<file path="config.mk">
export PLATFORM = sky130hd
export DESIGN_NAME = s2r_muldiv
export DESIGN_NICKNAME = d
export VERILOG_FILES = /design/src/hw/rtl/spectrum_to_rgb_pixel_defines.svh /design/src/hw/rtl/s2r_pkg.sv /design/src/hw/rtl/s2r_muldiv.sv
export SDC_FILE = /design/constraint.sdc
export NUM_CORES = 1
export LEC_CHECK = 0
export BUFFER_PORTS_ARGS = -buffer_cell sky130_fd_sc_hd__buf_2
export CAP_MARGIN = 10
export CORE_ASPECT_RATIO = 2
export CORE_MARGIN = 2
export CORE_UTILIZATION = 45
export CTS_BUF_LIST = sky130_fd_sc_hd__clkbuf_8
export CTS_CLUSTER_SIZE = 8
export DETAILED_ROUTE_END_ITERATION = 8
export PLACE_DENSITY_LB_ADDON = 0.05
export SLEW_MARGIN = 20
export SYNTH_ARGS = -nofsm -noshare
export SYNTH_HDL_FRONTEND = slang
export SYNTH_SLANG_ARGS = --single-unit
</file>
<file path="constraint.sdc">
create_clock -name clk -period 5.1 [get_ports clk]
set_input_delay 0.255 -clock clk [delete_from_list [all_inputs] [get_ports clk]]
set_output_delay 0.255 -clock clk [all_outputs]
set_load 0.02 [all_outputs]
</file>
<file path="src/hw/rtl/spectrum_to_rgb_pixel_defines.svh">
// Assertion macros used by the spectrum-to-RGB RTL.
`ifndef SPECTRUM_TO_RGB_PIXEL_DEFINES_SVH
`define SPECTRUM_TO_RGB_PIXEL_DEFINES_SVH

// Same-cycle implication, checked out of reset.
`define S2R_ASSERT_IMPL(label, ante, cons) \
  label: assert property (@(posedge clk) disable iff (!rst_n) (ante) |-> (cons)) \
    else $error("s2r assertion failed");

// Next-cycle implication, checked out of reset.
`define S2R_ASSERT_NEXT(label, ante, cons) \
  label: assert property (@(posedge clk) disable iff (!rst_n) (ante) |=> (cons)) \
    else $error("s2r assertion failed");

`endif

</file>
<file path="src/hw/rtl/s2r_pkg.sv">
// Types, constants and colour-match table for the spectrum-to-RGB block.
`default_nettype none
package s2r_pkg;

  localparam int TABLE_ROWS  = 81;
  localparam int POWER_BITS  = 16;
  localparam int ROW_W       = 7;
  localparam int CMF_W       = 15;
  localparam int ACC_W       = 40;
  localparam int PWR_W       = 24;
  localparam int DATA_W      = 64;

  // configuration register indexes
  localparam logic [2:0] REG_RED_X   = 3'd0;
  localparam logic [2:0] REG_RED_Y   = 3'd1;
  localparam logic [2:0] REG_GREEN_X = 3'd2;
  localparam logic [2:0] REG_GREEN_Y = 3'd3;
  localparam logic [2:0] REG_BLUE_X  = 3'd4;
  localparam logic [2:0] REG_BLUE_Y  = 3'd5;
  localparam logic [2:0] REG_WHITE_X = 3'd6;
  localparam logic [2:0] REG_WHITE_Y = 3'd7;

  localparam logic [15:0] RST_RED_X   = 16'd48201;
  localparam logic [15:0] RST_RED_Y   = 16'd17334;
  localparam logic [15:0] RST_GREEN_X = 16'd17419;
  localparam logic [15:0] RST_GREEN_Y = 16'd47468;
  localparam logic [15:0] RST_BLUE_X  = 16'd10938;
  localparam logic [15:0] RST_BLUE_Y  = 16'd557;
  localparam logic [15:0] RST_WHITE_X = 16'd21845;
  localparam logic [15:0] RST_WHITE_Y = 16'd21845;

  // shared unit operations
  localparam logic OP_MUL = 1'b0;
  localparam logic OP_DIV = 1'b1;

  typedef struct packed {
    logic [6:0]  band_index;
    logic [15:0] sample_power;
    logic        last_sample;
  } in_t;

  typedef struct packed {
    logic [7:0] red;
    logic [7:0] green;
    logic [7:0] blue;
    logic       no_energy;
  } out_t;

  typedef struct packed {
    logic [CMF_W-1:0] x;
    logic [CMF_W-1:0] y;
    logic [CMF_W-1:0] z;
  } cmf_row_t;

  typedef struct packed {
    logic              start;
    logic              op;
    logic [DATA_W-1:0] a;
    logic [DATA_W-1:0] b;
  } mdu_req_t;

  typedef struct packed {
    logic              done;
    logic [DATA_W-1:0] res;
  } mdu_rsp_t;

  localparam int CMF_X [TABLE_ROWS] = '{
    23, 36, 69, 125, 234, 380, 713, 1271, 2202, 3519, 4651, 5382, 5707, 5703,
    5508, 5222, 4764, 4114, 3201, 2328, 1566, 950, 524, 241, 80, 39, 152, 477,
    1037, 1796, 2712, 3698, 4758, 5893, 7101, 8390, 9740, 11115, 12486, 13804,
    15013, 16033, 16815, 17313, 17403, 17131, 16427, 15375, 13998, 12311,
    10525, 8878, 7338, 5911, 4645, 3583, 2702, 1986, 1432, 1042, 767, 539,
    372, 259, 187, 133, 95, 67, 48, 33, 23, 16, 11, 8, 5, 3, 3, 2, 2, 2, 0
  };

  localparam int CMF_Y [TABLE_ROWS] = '{
    0, 2, 2, 3, 7, 10, 20, 36, 66, 120, 190, 275, 377, 488, 623, 786, 983,
    1211, 1491, 1845, 2277, 2774, 3408, 4237, 5292, 6673, 8241, 9965, 11633,
    12996, 14123, 14990, 15630, 16061, 16302, 16384, 16302, 16033, 15598,
    14998, 14254, 13374, 12403, 11385, 10338, 9286, 8241, 7229, 6242, 5259,
    4342, 3555, 2867, 2264, 1753, 1337, 999, 731, 524, 380, 279, 195, 134, 93,
    67, 48, 34, 25, 16, 11, 8, 7, 3, 3, 2, 2, 2, 0, 0, 0, 0
  };

  localparam int CMF_Z [TABLE_ROWS] = '{
    106, 172, 329, 593, 1112, 1806, 3398, 6083, 10578, 17025, 22702, 26591,
    28624, 29206, 29034, 28575, 27348, 25036, 21096, 17070, 13320, 10096,
    7622, 5788, 4456, 3478, 2592, 1830, 1281, 939, 691, 488, 333, 220, 143,
    93, 64, 44, 34, 29, 28, 23, 18, 16, 13, 10, 5, 3, 3, 2, 0, 0, 0, 0, 0, 0,
    0, 0, 0, 0, 0, 0, 0, 0, 0, 0, 0, 0, 0, 0, 0, 0, 0, 0, 0, 0, 0, 0, 0, 0, 0
  };

  // bands past the table read the all-zero last row
  function automatic cmf_row_t cmf_lookup(input logic [ROW_W-1:0] band);
    logic [ROW_W-1:0] row;
    cmf_row_t         r;
    row = (band < ROW_W'(TABLE_ROWS)) ? band : ROW_W'(TABLE_ROWS - 1);
    r.x = CMF_W'(CMF_X[row]);
    r.y = CMF_W'(CMF_Y[row]);
    r.z = CMF_W'(CMF_Z[row]);
    return r;
  endfunction

endpackage
`default_nettype wire

</file>
<file path="src/hw/rtl/s2r_muldiv.sv">
// Shared signed multiply / divide unit, shift-add and restoring, one bit a cycle.
`default_nettype none
module s2r_muldiv (
  input  wire logic               clk,
  input  wire logic               rst_n,
  input  wire s2r_pkg::mdu_req_t  req,
  output s2r_pkg::mdu_rsp_t       rsp
);

  localparam int W = s2r_pkg::DATA_W;

  logic         busy_r;
  logic         done_r;
  logic         op_r;
  logic         neg_r;
  logic [W-1:0] acc_r;
  logic [W-1:0] x_r;
  logic [W-1:0] y_r;
  logic [W-1:0] rem_r;
  logic [$clog2(W)-1:0] cnt_r;

  logic [W-1:0] mag_a;
  logic [W-1:0] mag_b;
  logic [W-1:0] rem_sh;
  logic [W:0]   add_a;
  logic [W:0]   add_b;
  logic [W:0]   sum;

  assign mag_a  = req.a[W-1] ? (~req.a + W'(1)) : req.a;
  assign mag_b  = req.b[W-1] ? (~req.b + W'(1)) : req.b;
  assign rem_sh = {rem_r[W-2:0], x_r[W-1]};

  // one adder: accumulate for multiply, trial subtract for divide
  always_comb begin
    if (op_r == s2r_pkg::OP_DIV) begin
      add_a = {1'b0, rem_sh};
      add_b = {1'b0, ~y_r};
    end else begin
      add_a = {1'b0, acc_r};
      add_b = {1'b0, x_r};
    end
    sum = add_a + add_b + {{W{1'b0}}, op_r};
  end

  always_ff @(posedge clk) begin
    if (!rst_n) begin
      busy_r <= 1'b0;
      done_r <= 1'b0;
    end else begin
      done_r <= 1'b0;
      if (req.start) begin
        busy_r <= 1'b1;
        op_r   <= req.op;
        neg_r  <= req.a[W-1] ^ req.b[W-1];
        x_r    <= mag_a;
        y_r    <= mag_b;
        acc_r  <= '0;
        rem_r  <= '0;
        cnt_r  <= '0;
      end else if (busy_r) begin
        if (op_r == s2r_pkg::OP_DIV) begin
          // carry out set means the shifted remainder covers the divisor
          rem_r <= sum[W] ? sum[W-1:0] : rem_sh;
          acc_r <= {acc_r[W-2:0], sum[W]};
          x_r   <= {x_r[W-2:0], 1'b0};
          cnt_r <= cnt_r + 1'b1;
          if (cnt_r == '1) begin
            busy_r <= 1'b0;
            done_r <= 1'b1;
          end
        end else begin
          if (y_r == '0) begin
            busy_r <= 1'b0;
            done_r <= 1'b1;
          end else begin
            if (y_r[0]) acc_r <= sum[W-1:0];
            x_r <= {x_r[W-2:0], 1'b0};
            y_r <= {1'b0, y_r[W-1:1]};
          end
        end
      end
    end
  end

  assign rsp.done = done_r;
  assign rsp.res  = neg_r ? (~acc_r + W'(1)) : acc_r;

endmodule
`default_nettype wire

</file>
After elaboration in Yosys (flattened, before gate mapping) --
Cells that the tools add are included.
Operators by class: add/sub/neg operators 6, equal/unequal tests 4, multiplexer cells 30, bitwise gates (word level) 7, reduce and logical (&&, ||, !) cells 10
Operators with widths (count):
- 2-to-1 mux 64 bit | 17
- inverter 64 bit | 4
- adder 64 x 1 -> 64 bit (second input constant) | 3
- 2-to-1 mux 63 bit | 3
- adder 64 x 65 -> 65 bit | 1
- adder 65 x 1 -> 65 bit | 1
- zero test 64 bit | 1
- 2-to-1 mux 6 bit | 2
- 2-to-1 mux 1 bit | 8
- AND reduction 4 bit | 2
- adder 6 x 1 -> 6 bit (second input constant) | 1
- == test 6 bit (second input constant) | 1
- AND reduction 3 bit | 2
- != test 2 bit (second input constant) | 2
- nonzero test 2 bit | 2
- != test 3 bit (second input constant) | 1
- nonzero test 3 bit | 1
- OR reduction 3 bit | 1
- inverter 1 bit | 2
- AND reduction 2 bit | 1
- XOR 1 bit | 1
Word-level totals: bits in registers 265, output and inout bits 65, word-level logic and storage cells 66

Longest topological paths before layout --
Gate-level depths: netlist of the first run.
word-level depth 8, gate-level depth with buffers 21, gate-level depth less buffers 15

Worst setup path before layout of the first run --
OpenSTA, ideal clock, no wires.
kind register to register, from register op_r, to register acc_r[0], enable pin, data arrival time 5.140 ns, path slack -0.460 ns, cell stages (with the launch flop) 5, clock period less this slack 5.560 ns, cell sequence edfxtp_1 -> clkbuf_1 -> a21oi_1 -> nor2b_1 -> a21o_1
Between the ends: cells in the longest elaborated chain, start to end 2, elaborated cells between the ends (all ways) 3
RTL lines:
- start: declaration | line s2r_muldiv.sv:14 | logic op_r;
- start signal: assignment | line s2r_muldiv.sv:53 | op_r <= req.op;
- != test 3 bit (no line) or nonzero test 3 bit (tied branches)
- AND reduction 4 bit (no line) (*)
- end signal: assignment | line s2r_muldiv.sv:64 | acc_r <= {acc_r[W-2:0], sum[W]};
- end signal: assignment | line s2r_muldiv.sv:76 | if (y_r[0]) acc_r <= sum[W-1:0];
- end: declaration | line s2r_muldiv.sv:16 | logic [W-1:0] acc_r;
Mark *: on every way between the ends. The rest lies on a longest branch, timed or not. A chain may end at the register's enable or synchronous reset.

==> impl_metrics.tcl, run 1 <==
set metrics [dict create \
    fin_crit_sh 0.971 \
    synth_top_cell_by_area "edfxtp_1" \
    rsz0062_at_grt "true" \
    startpoint_type "flop" \
    clockBufferDepth 3 \
    path_clk_slew_ns 0.07 \
    ir_worst_vdd_v 0.000209 \
    drv_slew 0 \
    r2r_start "op_r$_DFFE_PP_" \
    fmax_mhz 202 \
    preCtsSetupSlack_ns 0.283 \
    fin_skew_ns 0.0438 \
    switching_share 0.395 \
    synth_ff_type "edfxtp_1" \
    hold_viol_final 0 \
    cts_sinks 265 \
    setup.worst_path.end "rsp[61]" \
    power_frac_clock 0.242 \
    start_util 0.456 \
    yosysUniqueCellTypes 72 \
    htree_levels 2 \
    grt_usage 0.297 \
    syn_to_final_growth_pct 12.3 \
    drc_errors 0 \
    rrSetupSlack_ns 0.22 \
    tightest_slew_ns 1.17 \
    die_w_um 155 \
    synth_top_cell_area_share 0.385 \
    num_io_pins 197 \
    end_kind "output port" \
    synthTopCellsByArea "edfxtp_1 38%, a21oi_1 8.2%, xor2_1 5.9%" \
    leakagePower_nw 8.70 \
    grt_pass1_vias 18700 \
    finalInstanceArea_mm2 0.0231 \
    drv_cap 0 \
    setup_viol 0 \
    grt_max_degree 152 \
    cp-startpoint "acc_r[9]$_SDFFCE_PP0P_" \
    layout_commonest_cell "a21oi_1" \
    synthCells 2354 \
    grt_overflow 0 \
    die_height_um 306 \
    async_flop_share 0 \
    cp.required_ns 4.85 \
    hold_slack_ns 0.0605 \
    regToRegEndpoint "rem_r[61]$_SDFFCE_PP0P_" \
    port_buffers 196 \
    drt_iter0_markers 1250 \
    dp_cells 3010 \
    layout.cells.non_filler 3088 \
    switching_power_mw 3.25 \
    insertion_delay_ns 0.61 \
    pwr_density_cell_mw_per_mm2 356 \
    final_cell_mix "337 x a21oi_1, 293 x nand2_1, 279 x nor2_1, 263 x edfxtp_1, 193 x buf_2" \
    sequentialPowerShare 0.361 \
    syn_area_per_cell_um2 8.72 \
    period_minus_slack_ns 4.95 \
    cts_buffers 43 \
    fin_ws_ns 0.146 \
    dieArea_mm2 0.0475 \
    p_comb_frac 0.397 \
    drive_above_1_share 0.168 \
    cts_tree "yes" \
    ant_nets 0 \
    timing.slew.headroom 0.210 \
    vias_per_cell 6.04 \
    crit_path_max_fanout 8 \
    yosysSeqAreaShare 0.386 \
    syn_area_mm2 0.0205 \
    r2r_cells 13 \
    synth-edff-count 263 \
    outcome "completed" \
    cts-root-buf "clkbuf_8" \
    avgRoutedWirePerCell_um 23.0 \
    grt_antenna_before_repair 1 \
    rows 110 \
    vias 18600 \
    yosysWarnings 0 \
    place_hpwl_um 55300 \
    dpl_cell_area_mm2 0.0221 \
    synth_nets 2555 \
    cp.arrival_ns 4.70 \
    grt_pass1_wl_um 109000 \
    ys_seq_elements 265 \
    nFillCells 4338 \
    hp-class "primary input to flop" \
    nets 2700 \
    first_pass_iters 5 \
    fin_total_pwr_mw 8.22 \
    p_int_mw 4.97 \
    crit_type "flop to output port" \
    gp_congestion 0.961 \
    coreArea_mm2 0.0450 \
    drt_wl_total_um 71100 \
]
## worst min path at each step
stage | end | cells past startpoint | start
after floorplan | op_r$_DFFE_PP_ | 0 | req[128]
after global placement | op_r$_DFFE_PP_ | 1 | req[128]
after detailed placement | op_r$_DFFE_PP_ | 1 | req[128]
after CTS | x_r[5]$_DFFE_PP_ | 3 | req[69]
after global routing | y_r[63]$_SDFFCE_PN0P_ | 3 | req[62]
final | y_r[63]$_SDFFCE_PN0P_ | 3 | req[62]
## logic make-up after synthesis
group	synth area share
AO/OA/AOI/OAI	0.188
AND/OR/NAND/NOR	0.188
multiplexers	0.0567
flip-flops	0.386
XOR/XNOR	0.104
adder cells (fa/ha/maj)	0.0428
buffers and inverters	0.0334
## what timing repair did
| item | in CTS | in global routing |
|---|---|---|
| resized for setup | 2 | 4 |
| hold endpoints to repair | 4 | 0 |
| pin swaps | 0 | 1 |
| setup buffers | 1 | 0 |
| hold buffers | 3 | 0 |
| setup endpoints to repair | 14 | 9 |
## per-stage QoR
stage                util  TNS [ns]
floorplan               -         0
global placement    0.492         0
detailed placement  0.492         0
CTS                 0.512         0
global route        0.513   -0.0437
finish              0.513         0
## power groups by stage
stage | logic [mW] | registers [mW] | clock network (mW)
after floorplan | 2.17 | 2.90 | 0
after global placement | 3.20 | 3.01 | 0
after detailed placement | 3.22 | 3.01 | 0
after CTS | 3.24 | 2.96 | 2.03
after global routing | 3.56 | 2.99 | 2.10
final | 3.26 | 2.97 | 1.99
## per-layer routing
metal / vias up / global-route usage / part of all wire
met5: - / 0 / 0
met4: 0 / 0.148 / 0.055
met3: 173 / 0.0298 / 0.042
met2: 675 / 0.547 / 0.52
met1: 8879 / 0.338 / 0.38
li1: 8910 / - / -
## critical path: stages (launching register included)
cell and delay, ns:
edfxtp_1 0.46, or3_1 0.44, or3_1 0.37, or4_1 0.59
or3_1 0.46, or4_4 0.54, nor2_1 0.15, nand2_1 0.25
o31ai_1 0.36, xnor2_1 0.23, buf_2 0.25
## cell type report
class	instances	area [um^2]	share of cell area
diodes	1	2.50	0.000108
clock buffers	47	647	0.0280
clock inverters	26	215	0.00933
inverters	32	120	0.00521
multi-input cells	1909	12000	0.519
flip-flops and latches	265	7940	0.344
well taps	560	701	0.0304
repair buffers	248	1480	0.0642
## cells in the mapped netlist (all sizes together) (8+ instances only)
master / count
mux2: 83
o41ai: 26
nor3: 25
mux2i: 23
nand2: 293
nand4: 29
o21bai: 9
inv: 32
o31ai: 63
xnor2: 106
nand3: 34
nor2b: 8
or4: 28
and3: 8
edfxtp: 263
a31oi: 9
xor2: 139
a211oi: 14
o21ai: 108
clkbuf: 127
buf: 21
nor4: 32
or3: 48
or2: 22
a21o: 28
nand2b: 13
a21oi: 337
nor2: 279
ha: 67
## registers in the layout, indices dropped and copies added, names as in the netlist
name / cells
acc_r: 64
busy_r: 1
cnt_r: 6
done_r: 1
neg_r: 1
op_r: 1
rem_r: 63
x_r: 64
y_r: 64
Note: power is estimated with default switching activity, not from simulation.
==> run 2, diff against run 1 <==
HOLD_SLACK_MARGIN = 0.03   (was unset)
clock period = 4.2 ns   (was 5.1 ns; I/O delays follow)
==> run 2 against run 1 <==
- die area is the same
- wire length rose by 9.0%
- flip-flop and latch count unchanged
- clock skew fell by 0.010 ns
- the flow now finishes with violations (negative setup slack)
- register-to-register slack lost 0.36 ns
- critical path depth rose by 2
- hold slack better by 0.0012 ns
- sequential power up 21%
==> impl_metrics.tcl, run 2 (same netlist as run 1, synthesis figures left out) <==
set metrics [dict create \
    fin_total_pwr_mw 11.8 \
    cp.arrival_ns 4.46 \
    cp_slowest_stage_delay_ns 0.58 \
    startpoint_type "flop" \
    clockBufferDepth 3 \
    tightest_slew_ns 1.05 \
    port_buffers 196 \
    use_met2 0.588 \
    layout.cells.non_filler 3468 \
    path_cells "or3_4 > or3_4 > buf_4 > or4_4 > or3_4 > or4_4 > or2_4 > nand2b_4 > buf_4 > o21ai_1 > xnor2_1 > buf_4" \
    grt_pass1_wl_um 114000 \
    vias 20300 \
    end_kind "output port" \
    drt_iter0_markers 1398 \
    period_minus_slack_ns 4.67 \
    nets 3078 \
    fin_skew_ns 0.0337 \
    setup.worst_path.end "rsp[58]" \
    cp_slowest_cell "or4_4" \
    cts-root-buf "clkbuf_8" \
    pwr_density_cell_mw_per_mm2 415 \
    path_clk_slew_ns 0.07 \
    grt_pass1_vias 20000 \
    dp_cells 3249 \
    rrSetupSlack_ns -0.14 \
    crit_path_max_fanout 4 \
    setup_viol 88 \
    preCtsSetupSlack_ns -0.140 \
    grt_max_degree 148 \
    fin_crit_sh 1.11 \
    grt_antenna_before_repair 3 \
    r2r_cells 17 \
    crit_type "flop to output port" \
    timing.slew.headroom 0.300 \
    drv_cap 0 \
    hold_viol_final 0 \
    fin_ws_ns -0.475 \
    coreArea_mm2 0.0450 \
    first_pass_iters 7 \
    grt_usage 0.310 \
    fmax_mhz 214 \
    cp.required_ns 3.99 \
    layout_commonest_cell "buf_4" \
    tns_ns -9.87 \
    dpl_cell_area_mm2 0.0240 \
    r2r_start "op_r$_DFFE_PP_" \
    cts_buffers 44 \
    rows 110 \
    leakagePower_nw 11.1 \
    violations "negative setup slack" \
    regToRegEndpoint "rem_r[62]$_SDFFCE_PP0P_" \
    rsz0062_at_grt "true" \
    start_util 0.456 \
    outcome "finished with violations" \
    num_io_pins 197 \
    drive_above_1_share 0.348 \
    cp-startpoint "acc_r[8]$_SDFFCE_PP0P_" \
    drc_errors 0 \
    use_met1 0.354 \
    vias_per_cell 5.87 \
    final_cell_mix "306 x buf_4, 263 x nor2_1, 263 x edfxtp_1, 245 x a21oi_1, 221 x nand2_1" \
    die_w_um 155 \
    insertion_delay_ns 0.62 \
    busiest_layer "met2" \
    finalInstanceArea_mm2 0.0284 \
    ir_worst_vdd_v 0.000200 \
    grt_overflow 0 \
    grtUsageMet3 0.0301 \
    dieArea_mm2 0.0475 \
    hp-class "primary input to flop" \
    die_height_um 306 \
    gp_congestion 0.961 \
    cts_tree "yes" \
    ant_nets 0 \
    place_hpwl_um 56000 \
    drv_slew 0 \
    drt_wl_total_um 77500 \
    syn_to_final_growth_pct 38.1 \
    htree_levels 2 \
    top_regs "acc_r x64, x_r x64, y_r x64" \
    cts_sinks 265 \
    avgRoutedWirePerCell_um 22.4 \
]
==> run 2: where the power goes <==
| group | internal (mW) | leakage, nW | switching (mW) |
|---|---|---|---|
| clock | 1.19 | 0.476 | 1.16 |
| sequential | 3.32 | 2.56 | 0.272 |
| combinational | 2.60 | 8.02 | 3.22 |
| total | 7.11 | 11.1 | 4.65 |
==> run 2: worst min path at each step <==
stage / slack, ns / cells past startpoint / start / to
floorplan: 0.31 / 0 / req[128] / op_r$_DFFE_PP_
global placement: 0.46 / 1 / req[128] / op_r$_DFFE_PP_
detailed placement: 0.47 / 1 / req[128] / op_r$_DFFE_PP_
CTS: 0.03 / 3 / req[44] / y_r[44]$_DFFE_PP_
global route: 0.06 / 3 / req[12] / y_r[12]$_DFFE_PP_
finish: 0.06 / 3 / req[58] / y_r[58]$_DFFE_PP_
==> run 2: final cells by class <==
class                           instances  area (um^2)
Sequential cell                       265         7940
Inverter                               32          120
Timing Repair Buffer                  625         5090
Tap cell                              560          701
Multi-Input combinational cell       1909        13700
Fill cell                            3885        16600
Clock buffer                           46          633
Clock inverter                         28          198
Antenna cell                            3         7.51
==> run 2: what timing repair did <==
| action | 4_1_cts | 5_1_grt |
|---|---|---|
| hold endpoints to repair | 95 | 0 |
| setup endpoints to repair | 90 | 126 |
| buffers inserted | 27 | 25 |
| hold buffers | 92 | 0 |
| gates cloned | 7 | 8 |
| pin swaps | 46 | 140 |
| gates resized for setup | 131 | 352 |
==> run 2: layer usage <==
layer,vias up,share of wire
met1,9825,0.38
met4,0,0.049
met3,179,0.039
met5,-,0
li1,9659,-
met2,679,0.53
==> run 2: stage by stage <==
step / utilization / hold slack, ns
after floorplan: - / 0.309
after global placement: 0.534 / 0.457
after detailed placement: 0.534 / 0.466
after CTS: 0.594 / 0.0305
after global routing: 0.630 / 0.0623
final: 0.630 / 0.0617
==> run 2: worst max-delay path: cells and delay by family, from the launching register on <==
family	cells	cell delay [ns]
xor gates and xnor gates	1	0.15
and+or+nand+nor	7	2.62
AOI/OAI and AO/OA	1	0.16
buffers and inverters	3	0.52
DFF	1	0.40
